===== src/sv/lprl_pkg.sv =====
// Package for the longest-prefix route lookup: types, constants and helpers.
`timescale 1ns / 1ps

package lprl_pkg;

  localparam int TABLE_DEPTH = 256;
  localparam int PORT_COUNT  = 16;
  localparam int IDX_W       = $clog2(TABLE_DEPTH);
  localparam int CNT_W       = $clog2(TABLE_DEPTH + 1);
  localparam int PCMP_W      = 9;

  localparam logic [5:0]  MAX_PREFIX    = 6'd32;
  localparam logic [31:0] LOOPBACK_NET  = 32'h7F00_0000;
  localparam logic [5:0]  LOOPBACK_BITS = 6'd8;

  typedef logic [CNT_W-1:0]  cnt_t;
  typedef logic [IDX_W-1:0]  idx_t;
  typedef logic [PCMP_W-1:0] pcmp_t;

  typedef enum logic [1:0] {
    ACT_CLEAR  = 2'd0,
    ACT_APPEND = 2'd1,
    ACT_LOOKUP = 2'd2
  } action_t;

  typedef enum logic [1:0] {
    ST_IDLE,
    ST_SCAN,
    ST_FINISH
  } state_t;

  typedef struct packed {
    action_t     action;
    logic [31:0] addr;
    logic [5:0]  prefix_len;
    logic [7:0]  path_len;
    logic [31:0] gateway;
    logic [3:0]  port_index;
    logic        dest_is_local;
  } in_item_t;

  typedef struct packed {
    logic        found;
    logic        deliver_local;
    logic [31:0] hop_addr;
    logic [3:0]  out_port;
    logic [5:0]  matched_len;
  } out_item_t;

  typedef struct packed {
    logic [31:0] prefix;
    logic [5:0]  len;
    logic [7:0]  path_len;
    logic [31:0] gateway;
    logic [3:0]  port;
  } route_t;

  typedef struct packed {
    logic clear;
    logic append;
    logic start;
    logic scan;
    logic load_out;
  } cmd_t;

  typedef struct packed {
    logic scan_done;
    logic out_free;
  } status_t;

  // Network mask for a prefix length; 32 and above give all ones.
  function automatic logic [31:0] len_mask(input logic [5:0] len);
    logic [31:0] m;
    if (len >= MAX_PREFIX) begin
      m = 32'hFFFF_FFFF;
    end else begin
      m = ~(32'hFFFF_FFFF >> len);
    end
    return m;
  endfunction

endpackage


===== src/sv/lprl_ctrl.sv =====
// Controller state machine: decodes items and sequences the table scan.
`timescale 1ns / 1ps

module lprl_ctrl (
  input  logic               clk,
  input  logic               rst_n,
  input  logic               in_valid,
  input  lprl_pkg::action_t  action,
  input  lprl_pkg::status_t  status,
  output logic               in_ready,
  output lprl_pkg::cmd_t     cmd
);

  lprl_pkg::state_t state_r, state_nxt;

  always_ff @(posedge clk) begin
    if (!rst_n) begin
      state_r <= lprl_pkg::ST_IDLE;
    end else begin
      state_r <= state_nxt;
    end
  end

  always_comb begin
    state_nxt = state_r;
    unique case (state_r)
      lprl_pkg::ST_IDLE: begin
        if (in_valid && action == lprl_pkg::ACT_LOOKUP) begin
          state_nxt = lprl_pkg::ST_SCAN;
        end
      end
      lprl_pkg::ST_SCAN: begin
        if (status.scan_done) begin
          state_nxt = lprl_pkg::ST_FINISH;
        end
      end
      lprl_pkg::ST_FINISH: begin
        if (status.out_free) begin
          state_nxt = lprl_pkg::ST_IDLE;
        end
      end
      default: state_nxt = lprl_pkg::ST_IDLE;
    endcase
  end

  always_comb begin
    cmd      = '0;
    in_ready = 1'b0;
    unique case (state_r)
      lprl_pkg::ST_IDLE: begin
        in_ready = 1'b1;
        if (in_valid) begin
          unique case (action)
            lprl_pkg::ACT_CLEAR:  cmd.clear  = 1'b1;
            lprl_pkg::ACT_APPEND: cmd.append = 1'b1;
            lprl_pkg::ACT_LOOKUP: cmd.start  = 1'b1;
            default: ;  // unused code: drop the item
          endcase
        end
      end
      lprl_pkg::ST_SCAN:   cmd.scan     = 1'b1;
      lprl_pkg::ST_FINISH: cmd.load_out = status.out_free;
      default: ;
    endcase
  end

endmodule


===== config.mk =====
export PLATFORM = sky130hd
export DESIGN_NAME = lprl_ctrl
export DESIGN_NICKNAME = d
export VERILOG_FILES = /design/src/sv/lprl_pkg.sv /design/src/sv/lprl_ctrl.sv
export SDC_FILE = /design/constraint.sdc
export NUM_CORES = 1
export LEC_CHECK = 0
export BUFFER_PORTS_ARGS = -buffer_cell sky130_fd_sc_hd__buf_2
export CAP_MARGIN = 20
export CORE_AREA = 2 2 39 41
export DETAILED_ROUTE_END_ITERATION = 12
export DIE_AREA = 0 0 41 43
export GPL_ROUTABILITY_DRIVEN = 1
export PLACE_DENSITY = 0.36
export SLEW_MARGIN = 25
export SYNTH_ARGS = -nofsm -noshare
export SYNTH_HDL_FRONTEND = slang
export SYNTH_SLANG_ARGS = --single-unit

===== constraint.sdc =====
create_clock -name clk -period 1.2 [get_ports clk]
set_input_delay 0.06 -clock clk [delete_from_list [all_inputs] [get_ports clk]]
set_output_delay 0.06 -clock clk [all_outputs]
set_load 0.05 [all_outputs]

==> results.rst <==
.. list-table::
   :header-rows: 1

   * - Metric
     - Value
   * - H-tree Lvls
     - 1
   * - Biggest registers after layout
     - state_r: 2 flops
   * - Net switching power of the design
     - between 0.00009 and 0.0001 W
   * - Violated checks
     - negative setup slack
   * - CTS Sinks
     - 2
   * - Worst Path Required
     - ~1100 ps
   * - Reg clk slew, reported paths
     - 30 ps
   * - Clock Skews
     - 2.47 ps
   * - Delay of the slowest critical-path stage
     - 440 ps
   * - Initial DRT Pass Iterations
     - 1
   * - Estimated wirelength of the detail-placed design
     - between 300 and 400 µm
   * - Buf/Inv on CP
     - 1
   * - Final-report hold violation count
     - 0
   * - Antenna violations before repair
     - 0
   * - Post CTS Setup Buffer Count
     - 0
   * - Maximum fanout along the worst path
     - 4
   * - Final core utilization
     - around 23%
   * - Number of DRC markers in iteration 0
     - 0
   * - Count of buffers inserted at the top-level ports
     - 12
   * - I/O pin count
     - 13
   * - Number of register bits inferred by synthesis
     - 2
   * - Clock tree root driver cell
     - sky130_fd_sc_hd__clkbuf_4
   * - Site row count
     - 14
   * - Sum of overflow across all layers after global routing
     - 0
   * - Fin. max-slew vios
     - 0
   * - Last weighted congestion value of the routability-driven placer
     - 0.677
   * - Setup violators final
     - 3
   * - Global-route wire length before repair
     - 786 µm
   * - Worst path setup slack after routing
     - -211 ps
   * - Type of the worst setup path
     - reg -> out
   * - Share of synthesized area occupied by flip-flops and latches
     - 25.0%
   * - Area added between synthesis and finish
     - 100%
   * - Proportion of total power due to net switching
     - 30.3%
   * - Die Span X
     - 41 µm
   * - Clock tree from TritonCTS
     - yes
   * - Post-Synthesis Net Count
     - 23
   * - RSZ-0062 raised after global routing
     - true
   * - Class of the most critical hold timing path
     - in -> reg
   * - Most common library cell in the layout ignoring fill and taps
     - sky130_fd_sc_hd__buf_2
   * - Status
     - complete, but fails checks
   * - Via count of the first global-routing pass
     - between 150 and 200
   * - Min cycle time layout
     - between 1000 and 1500 ps
   * - Fraction of synthesized cell area taken by the top area cell type
     - 25.0%
   * - Number of instances in the synthesized netlist
     - 16
   * - Placeable core region
     - approximately 0.0014 mm²
   * - Sequential share of power
     - about 23%
   * - Fillers
     - 158
   * - Largest net degree at the start of global routing
     - 7
   * - Peak ir drop on the vdd network
     - 0.251 mV
   * - Max FFs per register
     - 2
   * - CTS Buffer Depth
     - 2
   * - Netlist Area Pre-Place
     - approximately 160 µm²
   * - Overall routed net length
     - 444 µm
   * - Launching element type of the critical path
     - register
   * - Internal
     - roughly 0.00022 W
   * - Normalized max-slew margin
     - 83.6%
   * - Crit path cell chain
     - or3b_4, nor3b_4, buf_6
   * - Commonest cells after routing, fill and taps aside
     - sky130_fd_sc_hd__buf_2, sky130_fd_sc_hd__clkbuf_4, sky130_fd_sc_hd__buf_6, sky130_fd_sc_hd__buf_4
   * - Detailed-route via count
     - 190
   * - Number of max-cap violations
     - 0
   * - Upper clock frequency limit
     - slightly above 700 MHz
   * - Average routed wire per standard cell
     - slightly above 9 µm
   * - Power share of the combinational group
     - between 20% and 30%
   * - Post-cts hold buffer count
     - 0
   * - Critical path endpoint category
     - output pin
   * - Crit-path slowest cell
     - sky130_fd_sc_hd__or3b_4
   * - Distinct cell type count of the synthesized netlist
     - 14
   * - Total power density per cell area
     - just under 1000 mW/mm²
   * - Leakage power
     - 0.142 nW
   * - Slew of the pin with the lowest slew margin
     - 248 ps
   * - Count of unresolved DRC violations after routing
     - 0
   * - Ratio of final minimum period to clock period
     - 118%
   * - Via count normalized by instance count
     - roughly 4.0
   * - Initial cell density of the core
     - between 10% and 20%
   * - Worst hold margin
     - 116 ps
   * - Number of CTS-inserted buffers
     - 3
   * - Worst path arrival time
     - between 1000 and 1500 ps
   * - Top area cells in the synthesized netlist
     - sky130_fd_sc_hd__dfxtp_1, sky130_fd_sc_hd__nor3b_2, sky130_fd_sc_hd__nand4bb_1
   * - Number of warnings printed during yosys synthesis
     - 0
   * - Inserted Diodes
     - 0
   * - Die area
     - 0.00176 mm²
   * - Worst-skew pair later-pin latency
     - 220 ps
   * - Largest delay contributor family on the critical path
     - simple AND/OR/NAND/NOR gates
   * - Post-route antenna net violation count
     - 0
   * - Largest register by flop count
     - state_r
   * - Relative contribution of the clock network to total power
     - approximately half
   * - Total global routing track utilization
     - about 7%
   * - Post-layout nets
     - approximately 40
   * - Layout cells sized above 1
     - a little under three quarters
   * - Aggregate negative setup slack
     - -574 ps
   * - Syn avg cell area
     - roughly 10 µm²
   * - Die Y-Extent
     - around 43 µm
   * - Library cell with the largest summed area after synthesis
     - sky130_fd_sc_hd__dfxtp_1
worst reg2reg max path, cell delays in order (launching register included):
cell and delay (ps):
sky130_fd_sc_hd__dfxtp_2 320, sky130_fd_sc_hd__buf_4 140, sky130_fd_sc_hd__or4bb_1 500, sky130_fd_sc_hd__o21ai_1 80
what timing repair did:
item / in CTS / in global routing
setup endpoints to repair: 4 / 4
hold endpoints to repair: 0 / 0
gates resized for setup: 7 / 2
stage by stage:
stage | instances | instance area (µm²) | total power, W | worst slack, ps
after floorplan | 16 | 185 | 0.000128 | -122
after global placement | 45 | 273 | 0.000153 | -43.2
after detailed placement | 45 | 273 | 0.000155 | -59.2
after CTS | 48 | 317 | 0.000322 | -234
after global routing | 48 | 320 | 0.000338 | -251
final | 48 | 320 | 0.000311 | -211
Yosys cell counts:
cell type                   number
sky130_fd_sc_hd__a21boi_0        1
sky130_fd_sc_hd__and2b_1         1
sky130_fd_sc_hd__and3b_1         1
sky130_fd_sc_hd__buf_4           1
sky130_fd_sc_hd__dfxtp_1         2
sky130_fd_sc_hd__nand3b_1        1
sky130_fd_sc_hd__nand4bb_1       1
sky130_fd_sc_hd__nor2_1          1
sky130_fd_sc_hd__nor3_1          1
sky130_fd_sc_hd__nor3b_2         2
sky130_fd_sc_hd__o21ai_1         1
sky130_fd_sc_hd__or3b_1          1
sky130_fd_sc_hd__or3b_4          1
sky130_fd_sc_hd__or4bb_1         1
logic make-up after synthesis:
group	Yosys count	synth area share (%)
AND/OR/NAND/NOR	11	62.5
flip-flops	2	25.0
AO/OA/AOI/OAI	2	7.81
buffers and inverters	1	4.69
final timing paths:
check	startpoint	endpoint	slack (ps)	depth (start not counted)
worst max-delay path	state_r[0]	cmd[2]	-210	3
worst min-delay path	rst_n	state_r[1]	120	2
worst max register to register	state_r[1]	state_r[0]	90	3
worst min register to register	state_r[1]	state_r[0]	540	2
power by group through the flow:
stage / Clock (W) / Combinational [W] / Sequential [W]
2_1_floorplan: 0 / 0.0000558 / 0.0000724
3_3_place_gp: 0 / 0.0000821 / 0.0000713
3_5_place_dp: 0 / 0.0000837 / 0.0000715
4_1_cts: 0.000162 / 0.0000903 / 0.0000706
5_1_grt: 0.000171 / 0.0000960 / 0.0000709
6_report: 0.000150 / 0.0000906 / 0.0000707
layout make-up:
class	instances	area [µm²]	share of cell area (%)
multi-input cells	13	136	42.6
repair buffers	14	98.8	30.9
flip-flops and latches	2	42.5	13.3
clock buffers	3	22.5	7.03
well taps	16	20.0	6.25
layer usage:
metal  track usage, %  wire length (µm)  vias to the layer above
met5                0                 0                        -
met2             7.81               183                       12
met1             8.95               207                       85
met4             6.00                 0                        0
met3             3.66                53                        0
li1                 -                 -                       93
Note: power is estimated with default switching activity, not from simulation.
